<file path="src/rtl/cpsat_pkg.sv">
// Shared types and constants for the convex polygon SAT collision block.
// No dependencies; the other files that use it refer to this package by scoped names.
package cpsat_pkg;

  // Width of the coordinate fields on the input word
  localparam int FIELD_BITS = 16;

  // Polygon select codes
  localparam logic POLY_FIRST  = 1'b0;
  localparam logic POLY_SECOND = 1'b1;

  // Controller to datapath commands
  typedef struct packed {
    logic wr_en;     // store the incoming vertex
    logic wr_sel;    // polygon store to write
    logic rd_en;     // read one store entry
    logic rd_sel;    // polygon store to read
    logic rd_proj;   // the read feeds the projection pipe
    logic rd_first;  // first vertex of a polygon: restart its range
    logic cap_edge;  // latch the edge start vertex
    logic cap_axis;  // form the edge normal from start and end vertex
  } cmd_t;

  // Datapath to controller status
  typedef struct packed {
    logic busy;      // projection pipe still holds vertices
    logic overlap;   // both ranges overlap strictly on the current axis
  } sts_t;

endpackage

</file>
<file path="src/rtl/cpsat_in_if.sv">
// Vertex input channel: valid/ready handshake with one vertex per word.
// Depends on cpsat_pkg for the coordinate field width.
interface cpsat_in_if;
  logic                                   valid;
  logic                                   ready;
  logic                                   kind;
  logic signed [cpsat_pkg::FIELD_BITS-1:0] vertex_x;
  logic signed [cpsat_pkg::FIELD_BITS-1:0] vertex_y;
  logic                                   last;

  modport source (output valid, kind, vertex_x, vertex_y, last, input ready);
  modport sink   (input valid, kind, vertex_x, vertex_y, last, output ready);
endinterface

</file>
<file path="src/rtl/cpsat_out_if.sv">
// Result output channel: valid/ready handshake with one test result per word.
// No dependencies.
interface cpsat_out_if;
  logic valid;
  logic ready;
  logic colliding;
  logic overflow;

  modport source (output valid, colliding, overflow, input ready);
  modport sink   (input valid, colliding, overflow, output ready);
endinterface

</file>
<file path="src/rtl/convex_polygon_sat_collision.sv">
// Top level of the 2D separating-axis collision test.
// Depends on cpsat_pkg, cpsat_in_if, cpsat_out_if, cpsat_ctrl and cpsat_dp.
//
//   channel   dir  handshake      payload
//   in_ch     in   valid/ready    kind, vertex_x, vertex_y, last
//   out_ch    out  valid/ready    colliding, overflow
//
// A vertex word is taken on each handshake while loading. After the word with
// last set, the test runs from the single read port of the vertex stores: per
// axis an edge fetch, both polygons streamed through the projection pipe and a
// drain, over up to n1 + n2 axes; a separating axis ends it.
// Input is held off during the test; the result word waits in an output
// register, so loading of the next pair continues while it is not taken.
// Reset is synchronous, active low, and empties both polygons.
module convex_polygon_sat_collision #(
  parameter int MAX_VERTS  = 16,
  parameter int COORD_BITS = 16
) (
  input  logic               clk,
  input  logic               rst_n,
  cpsat_in_if.sink           in_ch,
  cpsat_out_if.source        out_ch
);

  localparam int AW = $clog2(MAX_VERTS);

  cpsat_pkg::cmd_t cmd;
  cpsat_pkg::sts_t sts;
  logic [AW-1:0]   wr_addr, rd_addr;

  cpsat_ctrl #(
    .MAX_VERTS (MAX_VERTS)
  ) u_ctrl (
    .clk           (clk),
    .rst_n         (rst_n),
    .in_valid      (in_ch.valid),
    .in_kind       (in_ch.kind),
    .in_last       (in_ch.last),
    .in_ready      (in_ch.ready),
    .out_ready     (out_ch.ready),
    .out_valid     (out_ch.valid),
    .out_colliding (out_ch.colliding),
    .out_overflow  (out_ch.overflow),
    .cmd           (cmd),
    .wr_addr       (wr_addr),
    .rd_addr       (rd_addr),
    .sts           (sts)
  );

  cpsat_dp #(
    .MAX_VERTS  (MAX_VERTS),
    .COORD_BITS (COORD_BITS)
  ) u_dp (
    .clk     (clk),
    .rst_n   (rst_n),
    .in_x    (in_ch.vertex_x),
    .in_y    (in_ch.vertex_y),
    .cmd     (cmd),
    .wr_addr (wr_addr),
    .rd_addr (rd_addr),
    .sts     (sts)
  );

endmodule

</file>
<file path="src/rtl/cpsat_dp.sv">
// Datapath: two vertex stores, edge normal former and a three-stage
// projection pipe (read, multiply, accumulate min/max). Uses cpsat_pkg.
module cpsat_dp #(
  parameter int MAX_VERTS  = 16,
  parameter int COORD_BITS = 16
) (
  input  logic                                    clk,
  input  logic                                    rst_n,
  input  logic signed [cpsat_pkg::FIELD_BITS-1:0] in_x,
  input  logic signed [cpsat_pkg::FIELD_BITS-1:0] in_y,
  input  cpsat_pkg::cmd_t                         cmd,
  input  logic [$clog2(MAX_VERTS)-1:0]            wr_addr,
  input  logic [$clog2(MAX_VERTS)-1:0]            rd_addr,
  output cpsat_pkg::sts_t                         sts
);

  localparam int CW  = COORD_BITS;
  localparam int AXW = COORD_BITS + 1;
  localparam int PW  = 2 * COORD_BITS + 1;
  localparam int QW  = 2 * COORD_BITS + 2;

  logic signed [CW-1:0] wr_x, wr_y;
  logic [2*CW-1:0]      mem0 [MAX_VERTS];
  logic [2*CW-1:0]      mem1 [MAX_VERTS];
  logic [2*CW-1:0]      rdata_r;
  logic signed [CW-1:0] rd_x, rd_y;
  logic                 rd_v_r, rd_first_r, rd_poly_r;
  logic signed [CW-1:0] ea_x_r, ea_y_r;
  logic signed [AXW-1:0] ax_r, ay_r;
  logic signed [PW-1:0] px_r, py_r;
  logic                 pv_r, pfirst_r, ppoly_r;
  logic signed [QW-1:0] q;
  logic signed [QW-1:0] lo0_r, hi0_r, lo1_r, hi1_r;

  // Take the low coordinate bits as two's complement; a wider COORD_BITS zero-extends
  if (COORD_BITS <= cpsat_pkg::FIELD_BITS) begin : g_trim
    assign wr_x = in_x[CW-1:0];
    assign wr_y = in_y[CW-1:0];
  end else begin : g_ext
    assign wr_x = {{(CW-cpsat_pkg::FIELD_BITS){1'b0}}, in_x};
    assign wr_y = {{(CW-cpsat_pkg::FIELD_BITS){1'b0}}, in_y};
  end

  // Write incoming vertices, read one entry per cycle while rd_en is set
  always_ff @(posedge clk) begin
    if (cmd.wr_en && cmd.wr_sel == cpsat_pkg::POLY_FIRST) begin
      mem0[wr_addr] <= {wr_y, wr_x};
    end
    if (cmd.wr_en && cmd.wr_sel == cpsat_pkg::POLY_SECOND) begin
      mem1[wr_addr] <= {wr_y, wr_x};
    end
    if (cmd.rd_en) begin
      rdata_r <= (cmd.rd_sel == cpsat_pkg::POLY_SECOND) ? mem1[rd_addr] : mem0[rd_addr];
    end
  end

  assign rd_x = rdata_r[CW-1:0];
  assign rd_y = rdata_r[2*CW-1:CW];

  // Pipe valid flags
  always_ff @(posedge clk) begin
    if (!rst_n) begin
      rd_v_r <= 1'b0;
      pv_r   <= 1'b0;
    end else begin
      rd_v_r <= cmd.rd_en && cmd.rd_proj;
      pv_r   <= rd_v_r;
    end
  end

  // Edge normal (-dy, dx) and the multiply stage
  always_ff @(posedge clk) begin
    rd_first_r <= cmd.rd_first;
    rd_poly_r  <= cmd.rd_sel;
    if (cmd.cap_edge) begin
      ea_x_r <= rd_x;
      ea_y_r <= rd_y;
    end
    if (cmd.cap_axis) begin
      ax_r <= AXW'(ea_y_r) - AXW'(rd_y);
      ay_r <= AXW'(rd_x) - AXW'(ea_x_r);
    end
    px_r     <= rd_x * ax_r;
    py_r     <= rd_y * ay_r;
    pfirst_r <= rd_first_r;
    ppoly_r  <= rd_poly_r;
  end

  assign q = QW'(px_r) + QW'(py_r);

  // Accumulate the projected range of each polygon
  always_ff @(posedge clk) begin
    if (pv_r && ppoly_r == cpsat_pkg::POLY_FIRST) begin
      if (pfirst_r || q < lo0_r) lo0_r <= q;
      if (pfirst_r || q > hi0_r) hi0_r <= q;
    end
    if (pv_r && ppoly_r == cpsat_pkg::POLY_SECOND) begin
      if (pfirst_r || q < lo1_r) lo1_r <= q;
      if (pfirst_r || q > hi1_r) hi1_r <= q;
    end
  end

  assign sts = '{busy: rd_v_r | pv_r, overlap: (hi1_r > lo0_r) && (hi0_r > lo1_r)};

  // A new axis is formed only once the previous projections have drained
  a_axis_idle: assert property (@(posedge clk) disable iff (!rst_n)
    cmd.cap_axis |-> !rd_v_r && !pv_r)
    else $error("axis changed while projections in flight");

endmodule

</file>
<file path="src/rtl/cpsat_ctrl.sv">
// Controller: vertex counts, overflow flag, axis/vertex sequencing and the
// result register. Drives cpsat_dp through cpsat_pkg::cmd_t / sts_t.
module cpsat_ctrl #(
  parameter int MAX_VERTS = 16
) (
  input  logic                          clk,
  input  logic                          rst_n,
  input  logic                          in_valid,
  input  logic                          in_kind,
  input  logic                          in_last,
  output logic                          in_ready,
  input  logic                          out_ready,
  output logic                          out_valid,
  output logic                          out_colliding,
  output logic                          out_overflow,
  output cpsat_pkg::cmd_t               cmd,
  output logic [$clog2(MAX_VERTS)-1:0]  wr_addr,
  output logic [$clog2(MAX_VERTS)-1:0]  rd_addr,
  input  cpsat_pkg::sts_t               sts
);

  localparam int AW = $clog2(MAX_VERTS);
  localparam int CW = $clog2(MAX_VERTS + 1);

  typedef enum logic [2:0] {
    S_LOAD, S_START, S_EDGE_I, S_EDGE_J, S_AXIS, S_PROJ, S_DRAIN, S_RESULT
  } state_t;

  state_t        state_r;
  logic [CW-1:0] cnt0_r, cnt1_r;
  logic          ovf_r, col_r;
  logic          edge_poly_r, proj_poly_r;
  logic [AW-1:0] idx_r, k_r;
  logic          out_valid_r, colliding_r, overflow_r;

  logic          in_acc;
  logic [CW-1:0] cnt_sel, n_e, n_p;
  logic          room, i_last, k_last;
  logic [AW-1:0] j_addr;

  assign in_acc  = in_valid && in_ready;
  assign cnt_sel = (in_kind == cpsat_pkg::POLY_SECOND) ? cnt1_r : cnt0_r;
  assign room    = cnt_sel < CW'(MAX_VERTS);
  assign n_e     = (edge_poly_r == cpsat_pkg::POLY_SECOND) ? cnt1_r : cnt0_r;
  assign n_p     = (proj_poly_r == cpsat_pkg::POLY_SECOND) ? cnt1_r : cnt0_r;
  assign i_last  = (CW'(idx_r) + CW'(1)) == n_e;
  assign k_last  = (CW'(k_r) + CW'(1)) == n_p;
  assign j_addr  = i_last ? '0 : idx_r + AW'(1);

  // Commands to the datapath
  always_comb begin
    cmd          = '0;
    cmd.wr_en    = in_acc && room;
    cmd.wr_sel   = in_kind;
    cmd.rd_en    = (state_r == S_EDGE_I) || (state_r == S_EDGE_J) || (state_r == S_PROJ);
    cmd.rd_sel   = (state_r == S_PROJ) ? proj_poly_r : edge_poly_r;
    cmd.rd_proj  = state_r == S_PROJ;
    cmd.rd_first = k_r == '0;
    cmd.cap_edge = state_r == S_EDGE_J;
    cmd.cap_axis = state_r == S_AXIS;
    wr_addr      = cnt_sel[AW-1:0];
    unique case (state_r)
      S_EDGE_J: rd_addr = j_addr;
      S_PROJ:   rd_addr = k_r;
      default:  rd_addr = idx_r;
    endcase
  end

  assign in_ready      = state_r == S_LOAD;
  assign out_valid     = out_valid_r;
  assign out_colliding = colliding_r;
  assign out_overflow  = overflow_r;

  // State, counts and result register
  always_ff @(posedge clk) begin
    if (!rst_n) begin
      state_r     <= S_LOAD;
      cnt0_r      <= '0;
      cnt1_r      <= '0;
      ovf_r       <= 1'b0;
      col_r       <= 1'b0;
      edge_poly_r <= cpsat_pkg::POLY_FIRST;
      proj_poly_r <= cpsat_pkg::POLY_FIRST;
      idx_r       <= '0;
      k_r         <= '0;
      out_valid_r <= 1'b0;
      colliding_r <= 1'b0;
      overflow_r  <= 1'b0;
    end else begin
      // drop the result word once taken
      if (out_valid_r && out_ready && state_r != S_RESULT) out_valid_r <= 1'b0;
      unique case (state_r)
        S_LOAD: begin
          if (in_acc) begin
            if (!room) ovf_r <= 1'b1;
            else if (in_kind == cpsat_pkg::POLY_SECOND) cnt1_r <= cnt1_r + CW'(1);
            else cnt0_r <= cnt0_r + CW'(1);
            if (in_last) state_r <= S_START;
          end
        end
        S_START: begin
          edge_poly_r <= cpsat_pkg::POLY_FIRST;
          idx_r       <= '0;
          if (cnt0_r == '0 && cnt1_r == '0) begin
            col_r   <= 1'b1;
            state_r <= S_RESULT;
          end else if (cnt0_r == '0 || cnt1_r == '0) begin
            col_r   <= 1'b0;
            state_r <= S_RESULT;
          end else begin
            state_r <= S_EDGE_I;
          end
        end
        S_EDGE_I: state_r <= S_EDGE_J;
        S_EDGE_J: state_r <= S_AXIS;
        S_AXIS: begin
          k_r         <= '0;
          proj_poly_r <= cpsat_pkg::POLY_FIRST;
          state_r     <= S_PROJ;
        end
        S_PROJ: begin
          // walk the first polygon, then the second
          if (k_last) begin
            k_r <= '0;
            if (proj_poly_r == cpsat_pkg::POLY_FIRST) proj_poly_r <= cpsat_pkg::POLY_SECOND;
            else state_r <= S_DRAIN;
          end else begin
            k_r <= k_r + AW'(1);
          end
        end
        S_DRAIN: begin
          if (!sts.busy) begin
            if (!sts.overlap) begin
              col_r   <= 1'b0;
              state_r <= S_RESULT;
            end else if (!i_last) begin
              idx_r   <= idx_r + AW'(1);
              state_r <= S_EDGE_I;
            end else if (edge_poly_r == cpsat_pkg::POLY_FIRST) begin
              edge_poly_r <= cpsat_pkg::POLY_SECOND;
              idx_r       <= '0;
              state_r     <= S_EDGE_I;
            end else begin
              col_r   <= 1'b1;
              state_r <= S_RESULT;
            end
          end
        end
        S_RESULT: begin
          // hold until the output register is free
          if (!out_valid_r || out_ready) begin
            out_valid_r <= 1'b1;
            colliding_r <= col_r;
            overflow_r  <= ovf_r;
            cnt0_r      <= '0;
            cnt1_r      <= '0;
            ovf_r       <= 1'b0;
            state_r     <= S_LOAD;
          end
        end
        default: state_r <= S_LOAD;
      endcase
    end
  end

  a_cnt_bound: assert property (@(posedge clk) disable iff (!rst_n)
    cnt0_r <= CW'(MAX_VERTS) && cnt1_r <= CW'(MAX_VERTS))
    else $error("vertex count beyond store size");

  a_last_stops: assert property (@(posedge clk) disable iff (!rst_n)
    (in_acc && in_last) |=> !in_ready)
    else $error("input taken while a test is pending");

  a_proj_range: assert property (@(posedge clk) disable iff (!rst_n)
    (state_r == S_PROJ) |-> (CW'(k_r) < n_p))
    else $error("projection index beyond polygon size");

  a_clear: assert property (@(posedge clk) disable iff (!rst_n)
    (state_r == S_RESULT && (!out_valid_r || out_ready)) |=>
      (cnt0_r == '0 && cnt1_r == '0 && !ovf_r && out_valid_r))
    else $error("counts not cleared after result");

endmodule

</file>
<file path="src/flat_wrapper.sv">
// flat-port wrapper written by rule: the top's interface ports become plain ports
module convex_polygon_sat_collision_flat 
#(
  parameter int MAX_VERTS  = 16,
  parameter int COORD_BITS = 16
)
  (clk, rst_n, in_ch_valid, in_ch_kind, in_ch_vertex_x, in_ch_vertex_y, in_ch_last, in_ch_ready, out_ch_valid, out_ch_colliding, out_ch_overflow, out_ch_ready);
  cpsat_in_if in_ch_i ();
  cpsat_out_if out_ch_i ();
  input  logic clk;
  input  logic rst_n;
  input wire logic [$bits(in_ch_i.valid)-1:0] in_ch_valid;
  input wire logic [$bits(in_ch_i.kind)-1:0] in_ch_kind;
  input wire logic [$bits(in_ch_i.vertex_x)-1:0] in_ch_vertex_x;
  input wire logic [$bits(in_ch_i.vertex_y)-1:0] in_ch_vertex_y;
  input wire logic [$bits(in_ch_i.last)-1:0] in_ch_last;
  output wire logic [$bits(in_ch_i.ready)-1:0] in_ch_ready;
  output wire logic [$bits(out_ch_i.valid)-1:0] out_ch_valid;
  output wire logic [$bits(out_ch_i.colliding)-1:0] out_ch_colliding;
  output wire logic [$bits(out_ch_i.overflow)-1:0] out_ch_overflow;
  input wire logic [$bits(out_ch_i.ready)-1:0] out_ch_ready;
  assign in_ch_i.valid = in_ch_valid;
  assign in_ch_i.kind = in_ch_kind;
  assign in_ch_i.vertex_x = in_ch_vertex_x;
  assign in_ch_i.vertex_y = in_ch_vertex_y;
  assign in_ch_i.last = in_ch_last;
  assign in_ch_ready = in_ch_i.ready;
  assign out_ch_valid = out_ch_i.valid;
  assign out_ch_colliding = out_ch_i.colliding;
  assign out_ch_overflow = out_ch_i.overflow;
  assign out_ch_i.ready = out_ch_ready;
  convex_polygon_sat_collision #(.MAX_VERTS(MAX_VERTS), .COORD_BITS(COORD_BITS)) u_core (.clk(clk), .rst_n(rst_n), .in_ch(in_ch_i), .out_ch(out_ch_i));
endmodule
</file>
<file path="config.mk">
export PLATFORM = sky130hd
export DESIGN_NAME = convex_polygon_sat_collision_flat
export DESIGN_NICKNAME = d
export VERILOG_FILES = /design/src/rtl/cpsat_pkg.sv /design/src/rtl/cpsat_in_if.sv /design/src/rtl/cpsat_out_if.sv /design/src/rtl/convex_polygon_sat_collision.sv /design/src/rtl/cpsat_dp.sv /design/src/rtl/cpsat_ctrl.sv /design/src/flat_wrapper.sv
export SDC_FILE = /design/constraint.sdc
export NUM_CORES = 2
export LEC_CHECK = 0
export BUFFER_PORTS_ARGS = -buffer_cell sky130_fd_sc_hd__buf_4
export CELL_PAD_IN_SITES_DETAIL_PLACEMENT = 0
export CELL_PAD_IN_SITES_GLOBAL_PLACEMENT = 1
export CORE_MARGIN = 5
export CORE_UTILIZATION = 50
export CTS_CLUSTER_DIAMETER = 50
export CTS_CLUSTER_SIZE = 30
export DETAILED_ROUTE_END_ITERATION = 8
export PLACE_DENSITY = 0.77
export SYNTH_ARGS = -nofsm -noshare
export SYNTH_HDL_FRONTEND = slang
export SYNTH_SLANG_ARGS = --single-unit
</file>
<file path="constraint.sdc">
create_clock -name clk -period 8.2 [get_ports clk]
set_input_delay 1.64 -clock clk [delete_from_list [all_inputs] [get_ports clk]]
set_output_delay 1.64 -clock clk [all_outputs]
set_load 0.01 [all_outputs]
</file>
======== After elaboration in Yosys (flattened, before gate mapping) ========
Memory sizes are Yosys's and may differ from the RTL's.
Cells that the tools add are included.
word-level totals
  flip-flop bits (word level) ............. 334
  bits in writable memories ............... 1024
  input port bits ......................... 38
  word-level logic and storage cells ...... 177
  memories kept ........................... 2
cells by class
  add/sub/neg operators ................... 9
  $mul .................................... 2
  magnitude comparators ................... 7
  equal/unequal tests ..................... 26
  mux-type cells .......................... 59
  bitwise logic cells ..................... 3
  reduce and logical (&&, ||, !) cells .... 40
memory list
  memory            depth  width  read ports  clocked after Yosys merged registers in  wr ports  RTL line        source
  u_core.u_dp.mem0  16     32     1           0                                        1         cpsat_dp.sv:23  logic [2*CW-1:0] mem0 [MAX_VERTS];
  u_core.u_dp.mem1  16     32     1           0                                        1         cpsat_dp.sv:24  logic [2*CW-1:0] mem1 [MAX_VERTS];
operators by type and width
  kind                 number
  $gt 34x34->1         4
  $lt 34x34->1         2
  $mul 16x17->33       2
  $mux 5               10
  $add 33x33->34       1
  $sub 16x16->17       2
  $mux 3               11
  $mux 32              1
  $mux 4               6
  $pmux 3 s8           1
  $pmux 4 s2           3
  $mux 1               21
  $pmux 5 s2           2
  $ne 2x2->1 const B   8
  $ne 3x3->1 const B   5
  $reduce_and 5->1     3
  $eq 3x3->1 const B   4
  $reduce_and 2->1     6
  $reduce_and 4->1     3
  $logic_and 1x1->1    11
  $add 4x1->5 const B  2
  $add 5x1->5 const B  2
  $eq 5x5->1           2
  $logic_not 5->1      2
  other kinds (14)     32

======== Logic depth before layout (Yosys ltp) ========
  depth in word-level cells ............... 6
  gate-level depth with buffers ........... 25
  depth with buffers taken out ............ 22

======== Modules after synthesis ========
From an unflattened synthesis, not the netlist that was laid out.
second synthesis, totals
  cells, all modules ...................... 5417
  area total of the unflattened synthesis .. 77962.3 µm²
by module, submodules not included
  module      instances  cells an instance  area each (µm²)  sequential area each (µm²)
  cpsat_dp    1          5181               75971.6          39217.6
  cpsat_ctrl  1          236                1990.7           560.5

======== Worst setup path before layout ========
Ideal clock, no wire load.
  kind .................................... register to register
  start point ............................. reg u_core.u_dp.px_r[0]
  end point ............................... reg u_core.u_dp.lo1_r[0] (enable)
  setup time .............................. 0.488 ns
  data arrival time ....................... 6.618 ns
  required time ........................... 7.712 ns
  setup slack ............................. 1.095 ns
  cell stages (with the launch flop) ...... 22
  buffers on the path ..................... 0
  clock period less this slack ............ 7.105 ns
  path through ............................ dfxtp_1 ha_1 inv_1 fa_1 nor2b_1 o31ai_1 a21oi_1 a21oi_1 o21ai_0 a2111o_1 a31oi_1 o21ai_0 xor2_1 ha_1 nand4_1 nor2_1 o2111ai_1 nor2_1 a2111oi_0 a31oi_1 mux2i_1 a311oi_1
on the way
  longest elaborated chain between the ends .. 4
ends and longest elaborated chain
  element                            RTL line        source
  start, declared                    cpsat_dp.sv:30  logic signed [PW-1:0] px_r, py_r;
  start signal, assigned             cpsat_dp.sv:83  px_r <= rd_x * ax_r;
  $add 33x33->34                     cpsat_dp.sv:89  assign q = QW'(px_r) + QW'(py_r);
  via u_core.u_dp.q[16]              cpsat_dp.sv:32  logic signed [QW-1:0] q;
  $lt 34x34->1                       cpsat_dp.sv:98  if (pfirst_r || q < lo1_r) lo1_r <= q;
  $logic_or 1x1->1                   cpsat_dp.sv:98
  $reduce_and 2->1 (no source line)  n/a
  end signal, assigned               cpsat_dp.sv:98
  end, declared                      cpsat_dp.sv:33  logic signed [QW-1:0] lo0_r, hi0_r, lo1_r, hi1_r;
The timed path passes the listed nets, and every way through them passes these cells.
A chain may end at the register's enable or synchronous reset.

======== Final worst setup path ========
  start point ............................. reg u_core.u_dp.rdata_r[17]
  end point ............................... reg u_core.u_dp.py_r[32]
on the way
  longest elaborated chain between the ends .. 1
ends and longest elaborated chain
  element                 RTL line        source
  start, declared         cpsat_dp.sv:25  logic [2*CW-1:0] rdata_r;
  start signal, assigned  cpsat_dp.sv:53  rdata_r <= (cmd.rd_sel == cpsat_pkg::POLY_SECOND) ? mem1[rd_addr] : mem0[rd_addr];
  $mul 16x17->33          cpsat_dp.sv:84  py_r <= rd_y * ay_r;
  end signal, assigned    cpsat_dp.sv:84
  end, declared           cpsat_dp.sv:30
Every way passes these cells.

==> results.py <==
metrics = {
    "outcome": {
        "outcome": "finished, final reports clean",
    },
    "synth": {
        "syn_inst": 6180,
        "avgSynthCellArea_um2": 12.7,
        "synth_edf_count": 1258,
        "yosys.cell_types.count": 84,
        "synth_area_um2": 78600,
        "ys.flop_type": "edfxtp_1",
        "synth.largest_area_cell": "edfxtp_1",
        "yosysTopAreaCellShare_pct": 48.1,
        "async_flop_share_pct": 0,
        "synth_area_leaders": "edfxtp_1, fa_1, ha_1",
        "syn-num-nets": 7215,
        "synth-warning-count": 0,
        "ys_seq_elements": 1358,
        "ys_seq_area_share_pct": 50.6,
    },
    "die": {
        "io-pin-count": 42,
        "die_w_um": 406,
        "coreArea_um2": 156000,
        "rows": 145,
        "start_util_pct": 50.3,
        "die_area_um2": 165000,
        "die-height_um": 406,
    },
    "timing": {
        "post-route-period-util_pct": 86.9,
        "setup_viol": 0,
        "slew_headroom_pct": 22.7,
        "hold_viol_final": 0,
        "finClkSkew_ps": 101,
        "slew_viol_final": 0,
        "rsz0062_at_grt": "false",
        "period_needed_ps": 7130,
        "fmax_mhz": 140,
        "tns_ps": 0,
        "tightest_slew_ps": 1150,
    },
    "global_routing": {
        "grt_pass1_wl_um": 291000,
        "grt.met2_usage_pct": 40.6,
        "grt_pass1_vias": 48800,
        "gr-usage-all-layers_pct": 23.1,
        "grtUsageMet1_pct": 30.6,
        "gr-total-overflow": 0,
        "grtUsageMet3_pct": 3.00,
        "gr-max-usage-layer": "met2",
        "antenna_found_initial": 5,
        "grt_max_degree": 173,
    },
    "final_layout": {
        "antenna_cells": 0,
        "regArea_um2": 39800,
        "multiInputGateArea_um2": 34900,
        "area_delta_synth_final_pct": 9.61,
        "fin_nets": 7228,
        "drive_above_1_share_pct": 9.16,
        "nFillCells": 12700,
    },
    "place": {
        "place_congestion": 0.848,
        "dp_hpwl_um": 123000,
        "io_buffers": 41,
    },
    "critical_path": {
        "r2r_cells": 19,
        "path_max_fanout": 20,
        "critPathLaunchType": "flop",
        "path_class": "flop to flop",
        "worst_ep_required_time_ps": 8790,
        "endpoint_kind": "flop",
        "arrival_ps": 7720,
        "r2r-start": "u_core.u_dp.rdata_r[17]",
        "rrSetupSlack_ps": 1070,
        "r2r_end": "u_core.u_dp.py_r[32]",
    },
    "clocking": {
        "tritoncts": "yes",
        "cts_setup_buffers": 0,
        "cts.repair.resized": 0,
        "clock_path_buffers": 3,
        "hold_buffers": 0,
        "clkSinkCount": 1358,
        "clkSlewWorstSetupHoldPaths_ps": 60,
        "htreeDepth": 4,
        "cts_root_buf": "clkbuf_16",
        "clk_latency_ps": 790,
        "cts_buffers": 132,
    },
    "job": {
        "max_cap_violations": 0,
    },
    "detailed_routing": {
        "vias": 47600,
        "via_per_inst": 5.70,
        "drt_iter0_drc": 3881,
        "wl_per_cell_um": 22.6,
        "first_pass_iters": 6,
        "wirelength_um": 189000,
        "drt.antenna.violating_nets": 0,
        "drc": 0,
    },
    "min_path": {
        "hp-start": "u_core.u_dp.rd_first_r",
        "hold_end": "u_core.u_dp.pfirst_r",
        "holdPathStages": 0,
        "hold_class": "flop to flop",
    },
}
[flip-flops by register name, indices dropped and copies added, names as in the netlist, 5 cells and up]
name / cells
u_core.u_dp.mem0: 512
u_core.u_dp.ay_r: 17
u_core.u_dp.ea_y_r: 16
u_core.u_dp.lo1_r: 34
u_core.u_ctrl.cnt1_r: 5
u_core.u_dp.px_r: 33
u_core.u_dp.lo0_r: 34
u_core.u_dp.py_r: 33
u_core.u_dp.ea_x_r: 16
u_core.u_dp.ax_r: 17
u_core.u_dp.hi0_r: 34
u_core.u_ctrl.cnt0_r: 5
u_core.u_dp.hi1_r: 34
u_core.u_dp.rdata_r: 32
u_core.u_dp.mem1: 512
[synthesized netlist by cell type (24+ instances only)]
cell      number
nand3_1       67
xnor2_1      108
fa_1         555
mux4_2       128
o22ai_1       67
a31oi_1       55
clkbuf_1     157
o21ai_0      152
or2_1         32
nor3_1        39
a22oi_1       71
edfxtp_1    1258
ha_1         442
o21ai_1       24
buf_2         57
nand2_1      637
a21oi_1      331
a311oi_1      40
and3_1        43
nor2_1       175
a221oi_1      25
xor2_1        32
inv_1        821
nor2b_1       31
a21o_1       108
dfxtp_1      100
nand4_1       42
and2_1       266
nand2b_1      33
[final cells by class]
class                      count  share of cell area (%)
inverter                     821                    3.58
tap                         2058                    2.99
clock buffer                 142                    3.94
sequential                  1358                    46.2
multi-input combinational   3755                    40.5
clock inverter                99                    1.61
timing repair buffer         125                    1.16
[critical path, cell delays in order, from the launching register on]
cell and delay (ps):
edfxtp_1 960, nand2_1 220, inv_1 180, fa_1 570, fa_1 920, fa_1 530, fa_1 520, fa_1 500
inv_1 50, fa_1 490, inv_1 40, ha_1 330, and4_1 230, a221oi_1 320, a2bb2oi_1 340, a311oi_1 170
o21a_1 210, o21a_1 180, nor4_1 180, a311oi_1 80
[kinds of logic (layout without fill, tap and decap cells)]
logic type | after synthesis | count (layout) | synth area share [%]
simple gates | 1419 | 1419 | 8.66
flops | 1358 | 1358 | 50.6
buf+inv | 1067 | 1187 | 5.42
compound gates | 1047 | 1047 | 8.53
fa+ha+maj | 997 | 997 | 21.2
mux | 150 | 150 | 3.95
xor+xnor | 142 | 142 | 1.61
[cell usage in the layout, fill, tap and decap left out, types with 42 or more instances in the layout]
cell / instances
nand2_1: 634
inv_1: 821
xnor2_1: 108
and3_1: 43
clkbuf_16: 133
o22ai_1: 67
and2_1: 266
buf_4: 120
a31oi_1: 55
nand3_1: 65
nor2_1: 139
a21oi_1: 330
a22oi_1: 70
dfxtp_1: 100
nand4_1: 42
edfxtp_1: 1258
a21o_1: 108
mux4_2: 128
o21ai_0: 151
fa_1: 555
ha_1: 442
[worst max path at each step]
stage,to,cells after the start,slack [ps],start
floorplan,u_core.u_dp.lo1_r[0],21,1090,u_core.u_dp.px_r[0]
global placement,u_core.u_dp.py_r[31],20,1220,u_core.u_dp.rdata_r[17]
detailed placement,u_core.u_dp.py_r[32],19,1110,u_core.u_dp.rdata_r[17]
CTS,u_core.u_dp.py_r[31],20,1140,u_core.u_dp.rdata_r[17]
global route,u_core.u_dp.py_r[31],20,750,u_core.u_dp.rdata_r[17]
finish,u_core.u_dp.py_r[32],19,1070,u_core.u_dp.rdata_r[17]
[layer usage]
metal | part of all wire (%) | vias to the layer above
li1 | - | 21700
met1 | 41 | 24200
met2 | 51 | 1468
met3 | 5.6 | 252
met4 | 2.2 | 2
met5 | 0.0069 | -
[stage by stage]
step                utilization, %  worst slack [ps]  hold WS [ps]  cell area, um^2  instances
global route                  55.1               755           377            86100       8358
global placement              52.1              1220           401            81300       8117
detailed placement            52.1              1110           399            81300       8117
finish                        55.1              1070           371            86100       8358
floorplan                        -              1090           310            78600       6180
CTS                           55.1              1140           358            86100       8358
Power is not shown: default switching activity piles up to over one toggle a cycle in this logic, so the estimate is an artifact.
